`config.mk`:
```
export PLATFORM = sky130hd
export DESIGN_NAME = sha256_stream_hasher_top
export DESIGN_NICKNAME = d
export VERILOG_FILES = /design/src/sv/sha_pkg.sv /design/src/sv/sha_queue.sv /design/src/sv/sha_engine.sv /design/src/sv/sha256_stream_hasher_top.sv
export VERILOG_INCLUDE_DIRS = /design/src /design/src/sv
export SDC_FILE = /design/constraint.sdc
export NUM_CORES = 2
export LEC_CHECK = 0
export BUFFER_PORTS_ARGS = -buffer_cell sky130_fd_sc_hd__clkbuf_2
export CAP_MARGIN = 20
export CORE_ASPECT_RATIO = 1.4
export CORE_MARGIN = 5
export CORE_UTILIZATION = 25
export DETAILED_ROUTE_END_ITERATION = 10
export PLACE_DENSITY = 0.45
export SLEW_MARGIN = 20
export SYNTH_ARGS = -nofsm -noshare
export SYNTH_HDL_FRONTEND = slang
export SYNTH_SLANG_ARGS = --single-unit
```
`constraint.sdc`:
```
create_clock -name i_clk -period 39.7 [get_ports i_clk]
set_clock_uncertainty 0.1 [all_clocks]
set_input_delay 3.97 -clock i_clk [delete_from_list [all_inputs] [get_ports i_clk]]
set_output_delay 3.97 -clock i_clk [all_outputs]
set_load 0.01 [all_outputs]
```
`src/sv/sha256_stream_hasher_top_defines.svh`:
```
// Assertion macros for the SHA-256 stream hasher
`ifndef SHA256_STREAM_HASHER_TOP_DEFINES_SVH
`define SHA256_STREAM_HASHER_TOP_DEFINES_SVH
// assert that a implies b on the next clock edge
`define SHA_ASSERT_NEXT(label, clk, rst_n, a, b, msg) \
    label: assert property (@(posedge clk) disable iff (!rst_n) (a) |=> (b)) else $error(msg);
// assert that a implies b on the same clock edge
`define SHA_ASSERT_SAME(label, clk, rst_n, a, b, msg) \
    label: assert property (@(posedge clk) disable iff (!rst_n) (a) |-> (b)) else $error(msg);
`endif

```
`src/sv/sha_pkg.sv`:
```
// Package: SHA-256 constants, types and round functions
package sha_pkg;
    localparam int QueueDepth = 4;

    typedef struct packed {
        logic [7:0] data_byte;
        logic       byte_present;
        logic       end_of_message;
    } t_req;

    function automatic logic [31:0] f_k(input logic [5:0] idx);
        logic [31:0] k [64];
        k = '{
            32'h428a2f98, 32'h71374491, 32'hb5c0fbcf, 32'he9b5dba5,
            32'h3956c25b, 32'h59f111f1, 32'h923f82a4, 32'hab1c5ed5,
            32'hd807aa98, 32'h12835b01, 32'h243185be, 32'h550c7dc3,
            32'h72be5d74, 32'h80deb1fe, 32'h9bdc06a7, 32'hc19bf174,
            32'he49b69c1, 32'hefbe4786, 32'h0fc19dc6, 32'h240ca1cc,
            32'h2de92c6f, 32'h4a7484aa, 32'h5cb0a9dc, 32'h76f988da,
            32'h983e5152, 32'ha831c66d, 32'hb00327c8, 32'hbf597fc7,
            32'hc6e00bf3, 32'hd5a79147, 32'h06ca6351, 32'h14292967,
            32'h27b70a85, 32'h2e1b2138, 32'h4d2c6dfc, 32'h53380d13,
            32'h650a7354, 32'h766a0abb, 32'h81c2c92e, 32'h92722c85,
            32'ha2bfe8a1, 32'ha81a664b, 32'hc24b8b70, 32'hc76c51a3,
            32'hd192e819, 32'hd6990624, 32'hf40e3585, 32'h106aa070,
            32'h19a4c116, 32'h1e376c08, 32'h2748774c, 32'h34b0bcb5,
            32'h391c0cb3, 32'h4ed8aa4a, 32'h5b9cca4f, 32'h682e6ff3,
            32'h748f82ee, 32'h78a5636f, 32'h84c87814, 32'h8cc70208,
            32'h90befffa, 32'ha4506ceb, 32'hbef9a3f7, 32'hc67178f2};
        return k[idx];
    endfunction

    localparam logic [255:0] InitHash = {
        32'h6a09e667, 32'hbb67ae85, 32'h3c6ef372, 32'ha54ff53a,
        32'h510e527f, 32'h9b05688c, 32'h1f83d9ab, 32'h5be0cd19};

    localparam logic [7:0] PadByte = 8'h80;
    localparam logic [5:0] LenPos  = 6'd56;

    function automatic logic [31:0] f_rotr(input logic [31:0] x, input int n);
        return (x >> n) | (x << (32 - n));
    endfunction
endpackage

```
`src/sv/sha_queue.sv`:
```
// Request queue between the front end and the block engine
module sha_queue
    import sha_pkg::*;
#(
    parameter int Depth = QueueDepth
) (
    input  logic i_clk,
    input  logic i_rst_n,
    input  logic i_valid,
    output logic o_stall,
    input  t_req i_req,
    output logic o_valid,
    input  logic i_stall,
    output t_req o_req
);
    localparam int Aw = $clog2(Depth);
    t_req r_mem [Depth];
    logic [Aw-1:0] r_wp, r_rp;
    logic [Aw:0]   r_cnt;
    logic push, pop;

    assign o_stall = (r_cnt == (Aw+1)'(Depth));
    assign o_valid = (r_cnt != '0);
    assign o_req   = r_mem[r_rp];
    assign push    = i_valid && !o_stall;
    assign pop     = o_valid && !i_stall;

    always_ff @(posedge i_clk) begin
        if (push) begin
            r_mem[r_wp] <= i_req;
        end
    end

    always_ff @(posedge i_clk) begin
        if (!i_rst_n) begin
            r_wp  <= '0;
            r_rp  <= '0;
            r_cnt <= '0;
        end else begin
            if (push) begin
                r_wp <= (r_wp == Aw'(Depth - 1)) ? '0 : r_wp + 1'b1;
            end
            if (pop) begin
                r_rp <= (r_rp == Aw'(Depth - 1)) ? '0 : r_rp + 1'b1;
            end
            r_cnt <= r_cnt + (Aw+1)'(push) - (Aw+1)'(pop);
        end
    end
endmodule

```
`src/sv/sha_engine.sv`:
```
// Block engine: byte buffer, padding, 64-round compression, digest output
module sha_engine
    import sha_pkg::*;
(
    input  logic        i_clk,
    input  logic        i_rst_n,
    input  logic        i_valid,
    output logic        o_stall,
    input  t_req        i_req,
    output logic        o_valid,
    input  logic        i_stall,
    output logic [31:0] o_digest_word,
    output logic [2:0]  o_word_index,
    output logic        o_last_word
);
    localparam logic [2:0] S_IDLE = 3'd0, S_PAD = 3'd1, S_ROUND = 3'd2,
                           S_ADD = 3'd3, S_OUT = 3'd4;

    logic [2:0]   r_state, n_state;
    logic [511:0] r_blk;
    logic [5:0]   r_cnt;
    logic [63:0]  r_bits;
    logic [255:0] r_h, r_v;
    logic [511:0] r_w;      // 16-word schedule window, word 0 in top bits
    logic [5:0]   r_rnd;
    logic         r_fin;    // compression belongs to the final padding
    logic         r_two;    // a further padding block is still needed
    logic [2:0]   r_oidx;
    logic         r_ovalid;

    logic [511:0] pad_blk;
    logic [31:0]  a, b, c, d, e, f, g, h, w0, t1, t2, s0, s1, wn, x, y;
    logic         take;

    assign take    = i_valid && (r_state == S_IDLE);
    assign o_stall = (r_state != S_IDLE);

    // padding: 0x80 at the fill position, zeros after, length if room
    always_comb begin
        pad_blk = r_blk;
        for (int i = 0; i < 64; i++) begin
            if (6'(i) == r_cnt) begin
                pad_blk[511-8*i -: 8] = PadByte;
            end else if (6'(i) > r_cnt) begin
                pad_blk[511-8*i -: 8] = 8'h00;
            end
        end
        if (r_cnt < LenPos) begin
            pad_blk[63:0] = r_bits;
        end
    end

    always_comb begin
        {a, b, c, d, e, f, g, h} = r_v;
        w0 = r_w[511:480];
        t1 = h + (f_rotr(e, 6) ^ f_rotr(e, 11) ^ f_rotr(e, 25))
               + ((e & f) ^ (~e & g)) + f_k(r_rnd) + w0;
        t2 = (f_rotr(a, 2) ^ f_rotr(a, 13) ^ f_rotr(a, 22))
               + ((a & b) ^ (a & c) ^ (b & c));
        x  = r_w[479:448];
        y  = r_w[63:32];
        s0 = f_rotr(x, 7) ^ f_rotr(x, 18) ^ (x >> 3);
        s1 = f_rotr(y, 17) ^ f_rotr(y, 19) ^ (y >> 10);
        wn = s1 + r_w[223:192] + s0 + w0;
    end

    always_comb begin
        n_state = r_state;
        case (r_state)
            S_IDLE: begin
                if (take) begin
                    if (i_req.byte_present && r_cnt == 6'd63) begin
                        n_state = S_ROUND;
                    end else if (i_req.end_of_message) begin
                        n_state = S_PAD;
                    end
                end
            end
            S_PAD:   n_state = S_ROUND;
            S_ROUND: n_state = (r_rnd == 6'd63) ? S_ADD : S_ROUND;
            S_ADD: begin
                if (!r_fin) begin
                    // full block done: pad an empty block if an end request closed it
                    n_state = r_two ? S_PAD : S_IDLE;
                end else if (r_two) begin
                    n_state = S_ROUND;
                end else begin
                    n_state = S_OUT;
                end
            end
            S_OUT: begin
                if (r_ovalid && !i_stall && r_oidx == 3'd7) begin
                    n_state = S_IDLE;
                end
            end
            default: n_state = S_IDLE;
        endcase
    end

    always_ff @(posedge i_clk) begin
        if (!i_rst_n) begin
            r_state  <= S_IDLE;
            r_cnt    <= '0;
            r_bits   <= '0;
            r_h      <= InitHash;
            r_fin    <= 1'b0;
            r_two    <= 1'b0;
            r_oidx   <= '0;
            r_ovalid <= 1'b0;
            r_rnd    <= '0;
        end else begin
            r_state <= n_state;
            case (r_state)
                S_IDLE: begin
                    if (take && i_req.byte_present) begin
                        r_blk[511-8*r_cnt -: 8] <= i_req.data_byte;
                        r_cnt  <= r_cnt + 1'b1;
                        r_bits <= r_bits + 64'd8;
                        if (r_cnt == 6'd63) begin
                            r_w <= {r_blk[511:8], i_req.data_byte};
                            r_v <= r_h;
                            r_rnd <= '0;
                            r_fin <= 1'b0;
                        end
                    end
                    if (take) begin
                        r_two <= i_req.end_of_message;  // end pending after a full block
                    end
                end
                S_PAD: begin
                    r_w   <= pad_blk;
                    r_v   <= r_h;
                    r_rnd <= '0;
                    r_fin <= 1'b1;
                    r_two <= (r_cnt >= LenPos);
                    r_blk <= {448'h0, r_bits};
                end
                S_ROUND: begin
                    r_v   <= {t1 + t2, a, b, c, d + t1, e, f, g};
                    r_w   <= {r_w[479:0], wn};
                    r_rnd <= r_rnd + 1'b1;
                end
                S_ADD: begin
                    for (int i = 0; i < 8; i++) begin
                        r_h[255-32*i -: 32] <= r_h[255-32*i -: 32] + r_v[255-32*i -: 32];
                    end
                    if (r_fin && r_two) begin
                        r_w   <= r_blk;
                        r_v   <= {r_h[255:224] + r_v[255:224], r_h[223:192] + r_v[223:192],
                                  r_h[191:160] + r_v[191:160], r_h[159:128] + r_v[159:128],
                                  r_h[127:96] + r_v[127:96], r_h[95:64] + r_v[95:64],
                                  r_h[63:32] + r_v[63:32], r_h[31:0] + r_v[31:0]};
                        r_rnd <= '0;
                        r_two <= 1'b0;
                    end else if (r_fin) begin
                        r_ovalid <= 1'b1;
                        r_oidx   <= '0;
                    end else if (r_two) begin
                        r_two <= 1'b0;
                    end
                end
                S_OUT: begin
                    if (!i_stall) begin
                        r_oidx <= r_oidx + 1'b1;
                        if (r_oidx == 3'd7) begin
                            r_ovalid <= 1'b0;
                            r_h      <= InitHash;
                            r_cnt    <= '0;
                            r_bits   <= '0;
                            r_fin    <= 1'b0;
                        end
                    end
                end
                default: ;
            endcase
        end
    end

    assign o_valid       = r_ovalid;
    assign o_digest_word = r_h[255-32*r_oidx -: 32];
    assign o_word_index  = r_oidx;
    assign o_last_word   = (r_oidx == 3'd7);
endmodule

```
`src/sv/sha256_stream_hasher_top.sv`:
```
// A byte that fills a block holds the engine through the rounds and the final add; an end
// request passes the registered queue, then padding, rounds and add, with a further compression
// when the padding needs a block of its own. Bytes go in one per cycle while the engine is idle.
// A four-deep request queue decouples input from the engine; digest words one per cycle while i_stall is low.
// Reset (synchronous, active low) restores initial hash, counts and queue.
// Top level: SHA-256 stream hasher
module sha256_stream_hasher_top
    import sha_pkg::*;
#(
    parameter int QDepth = QueueDepth
) (
    input  logic        i_clk,
    input  logic        i_rst_n,
    input  logic        i_valid,
    output logic        o_stall,
    input  logic [7:0]  i_data_byte,
    input  logic        i_byte_present,
    input  logic        i_end_of_message,
    output logic        o_valid,
    input  logic        i_stall,
    output logic [31:0] o_digest_word,
    output logic [2:0]  o_word_index,
    output logic        o_last_word
);
`include "sha256_stream_hasher_top_defines.svh"
    t_req in_req, q_req;
    logic q_valid, q_stall;

    assign in_req = '{data_byte: i_data_byte, byte_present: i_byte_present,
                      end_of_message: i_end_of_message};

    sha_queue #(.Depth(QDepth)) u_queue (
        .i_clk, .i_rst_n, .i_valid, .o_stall, .i_req(in_req),
        .o_valid(q_valid), .i_stall(q_stall), .o_req(q_req));

    sha_engine u_engine (
        .i_clk, .i_rst_n, .i_valid(q_valid), .o_stall(q_stall), .i_req(q_req),
        .o_valid, .i_stall, .o_digest_word, .o_word_index, .o_last_word);

    `SHA_ASSERT_SAME(a_last_idx, i_clk, i_rst_n, o_valid && o_last_word, o_word_index == 3'd7, "last word index")
    `SHA_ASSERT_NEXT(a_hold, i_clk, i_rst_n, o_valid && i_stall, o_valid && $stable(o_word_index), "digest word dropped")
    `SHA_ASSERT_SAME(a_busy, i_clk, i_rst_n, o_valid, q_stall, "engine took request while emitting")
endmodule
```
==> metrics.csv <==
stage;metric;value;unit
synthesis;Synth Net Count;11000;
routing;DR iter-0 viols;7106;
floorplanning;starting density of the core;25.1;%
synthesis;async set or reset register ratio after synthesis;0;%
placement;gpl congestion;0.942;
run_status;status;complete, no violations;
routing;Pre-antenna DRT Iters;6;
synthesis;count of unique library cells instantiated by Yosys;115;
timing;setup TNS;0;ns
synthesis;Mapped Cells;10400;
cells_and_area;layout cell share with drive strength beyond 1;7.51;%
timing;FMAX;91.5;MHz
setup_path;Startpoint Class;register;
global_routing;gr ovfl total;0;
clock_network;cts repair resizes;0;
synthesis;Yosys Warn Count;0;
timing;Final Setup Violations;0;
synthesis;largest area contributor in the netlist;edfxtp_1;
timing;Final Hold Vio Count;0;
setup_path;Worst setup EP type;register;
clock_network;Clock Pin Slew Worst Setup and Hold Paths;0.06;ns
cells_and_area;Filler cells;43300;
global_routing;first-pass GRT wire length;631000;um
floorplanning;FP Rows;278;
timing;Slew @ Worst Pin;1.25;ns
placement;Port Buf Inserts;51;
timing;max-slew violations;0;
floorplanning;Die X;551;um
global_routing;initial antenna violation count;12;
cells_and_area;area grow syn2layout;12.8;%
clock_network;CTS Buffer Depth;4;
routing;Routed Antenna Nets;0;
clock_network;CTS tree;built;
global_routing;GRT met1 Usage;23.4;%
timing;Final min period;10.93;ns
global_routing;pin count of the biggest net entering global routing;179;
floorplanning;Boundary Pins;52;
synthesis;synthesized cell area;102000;um^2
synthesis;sequential fraction of the synthesis area;45.5;%
clock_network;TritonCTS Sinks;1667;
global_routing;vias in the first global route;82500;
clock_network;post-CTS setup buffer count;0;
clock_network;Root Buffer;clkbuf_16;
setup_path;slowest CP cell;ha_1;
floorplanning;Die Area;423000;um^2
global_routing;grt met3 use;2.47;%
synthesis;count of state elements after synthesis;1667;
setup_path;CP most frequent cell;fa_1;
setup_path;worst-path maximum fanout;13;
synthesis;synth top area cells;edfxtp_1 39%, dfxtp_1 6.8%, a21oi_1 5.1%;
cells_and_area;Final #Nets;10900;
setup_path;Critical Path RT;40.19;ns
setup_path;Slowest Stage Delay on Critical Path;0.69;ns
setup_path;Setup CP Type;register to register;
setup_path;CP Data Arrival Time;11.43;ns
global_routing;Total GRT Usage;20.5;%
floorplanning;core area;409000;um^2
timing;Tcrit/Tclk final;27.5;%
clock_network;CTS Buf Count;197;
synthesis;area share of the largest cell type after synthesis;38.7;%
global_routing;GR Util met2;36.6;%
placement;post-DP HPWL;323000;um
synthesis;synthesized area per cell;9.83;um^2
routing;via/cell ratio;5.24;
floorplanning;Die Height;768;um
clock_network;worst skew pair latency;0.94;ns
clock_network;Hold-fix buffers, CTS;0;
timing;slew margin rel.;16.6;%
synthesis;number of synthesized flops with an enable pin;1320;
routing;DR vias;83300;
timing;RSZ-0062 raised after global routing;false;
hold_path;Hold Path Class;register to register;
routing;Post-Route WL;450000;um
synthesis;Main synth FF type;edfxtp_1;
job;maxcap violations;0;
routing;DRC Markers;0;
routing;drt wl/cell;28.4;um
global_routing;gr busiest metal;met2;
clock_network;CTS H-tree lvls;4;
synth_stat cells (all sizes together) (37+ instances only):
cell and n:
nor2 1337, edfxtp 1320, a21oi 1048, nand2 973
o21ai 623, clkbuf 547, xnor2 424, a22o 411
ha 409, dfxtp 347, inv 338, nor3 269
a21o 207, nand3 207, fa 196, mux2i 194
xor2 185, o21a 84, a31oi 81, buf 81
a22oi 80, mux4 76, and3 73, o22ai 71
a211oi 63, a221o 57, nand2b 54, mux2 51
o211ai 46, o21bai 45, nand4 39, nor2b 38
or3 38, and2 37
through the flow:
stage | hold slack [ns] | setup WS, ns | instances | util [%] | area (um^2)
detailed placement | 0.374 | 28.96 | 15500 | 26.6 | 109000
floorplan | 0.354 | 1.31 | 10400 | - | 102000
global placement | 0.368 | 28.81 | 15500 | 26.6 | 109000
finish | 0.383 | 28.77 | 15900 | 28.3 | 116000
global route | 0.413 | 28.22 | 15900 | 28.3 | 116000
CTS | 0.388 | 28.82 | 15900 | 28.2 | 116000
kinds of logic after synthesis:
group                      after synthesis  share of synthesized area, %
and+or+nand+nor                       3161                          13.2
buffers and inverters                  968                          3.63
muxes                                  321                          4.13
adders and majority gates              627                          9.04
DFF                                   1667                          45.5
xor gates and xnor gates               609                          5.21
AOI/OAI and AO/OA                     3070                          19.3
layer usage:
layer,up-vias,wire length [um]
met5,-,27
met1,41800,171000
met4,4,31600
li1,37900,-
met3,930,20700
met2,2643,227000
state kept, by name, summed over array words and instances, names as in the netlist, 6 cells and up, named ones only:
signal,cells
u_engine.r_rnd,6
u_queue.r_mem,40
u_engine.r_bits,61
u_engine.r_v,256
u_engine.r_w,512
u_engine.r_h,256
u_engine.r_cnt,6
u_engine.r_blk,512
cell usage in the layout, fill, tap and decap left out, types with 206 or more instances in the layout:
cell      synthesis  routed
nor2_1         1337    1323
edfxtp_1       1320    1320
a21oi_1        1047    1047
nand2_1         970     962
o21ai_0         542     539
xnor2_1         424     424
a22o_1          411     411
ha_1            409     409
dfxtp_1         347     337
inv_1           336     334
nor3_1          265     264
nand3_1         207     206
critical path: cells and delay by family, from the launching register on:
| kind | cells | cell delay (ns) |
|---|---|---|
| fa+ha+maj | 8 | 3.55 |
| compound gates | 14 | 3.34 |
| simple gates | 7 | 1.74 |
| buf+inv | 4 | 0.57 |
| mux | 1 | 0.53 |
| xor+xnor | 2 | 0.42 |
| flops | 1 | 0.33 |
final cells by class:
cell class	count	area, um^2	share of cell area [%]
multi-input cells	7788	52300	45.3
flip-flops and latches	1667	46600	40.3
well taps	5460	6830	5.91
clock buffers	261	5400	4.68
repair buffers	257	1920	1.66
inverters	340	1290	1.12
clock inverters	105	1170	1.01
diodes	9	22.5	0.0195
final timing paths:
check | endpoint | from | slack [ns] | cells after the start
max | u_engine.r_v[255] | u_engine.r_rnd[1] | 28.77 | 36
min | u_queue.r_rp[1] | u_queue.r_rp[1] | 0.38 | 2
min reg2reg | u_queue.r_rp[1] | u_queue.r_rp[1] | 0.38 | 2
max reg2reg | u_engine.r_v[255] | u_engine.r_rnd[1] | 28.77 | 36
Power is left out: the tool's default activity adds up to more than one toggle a clock period on the data nets, which glitch-free logic cannot reach.
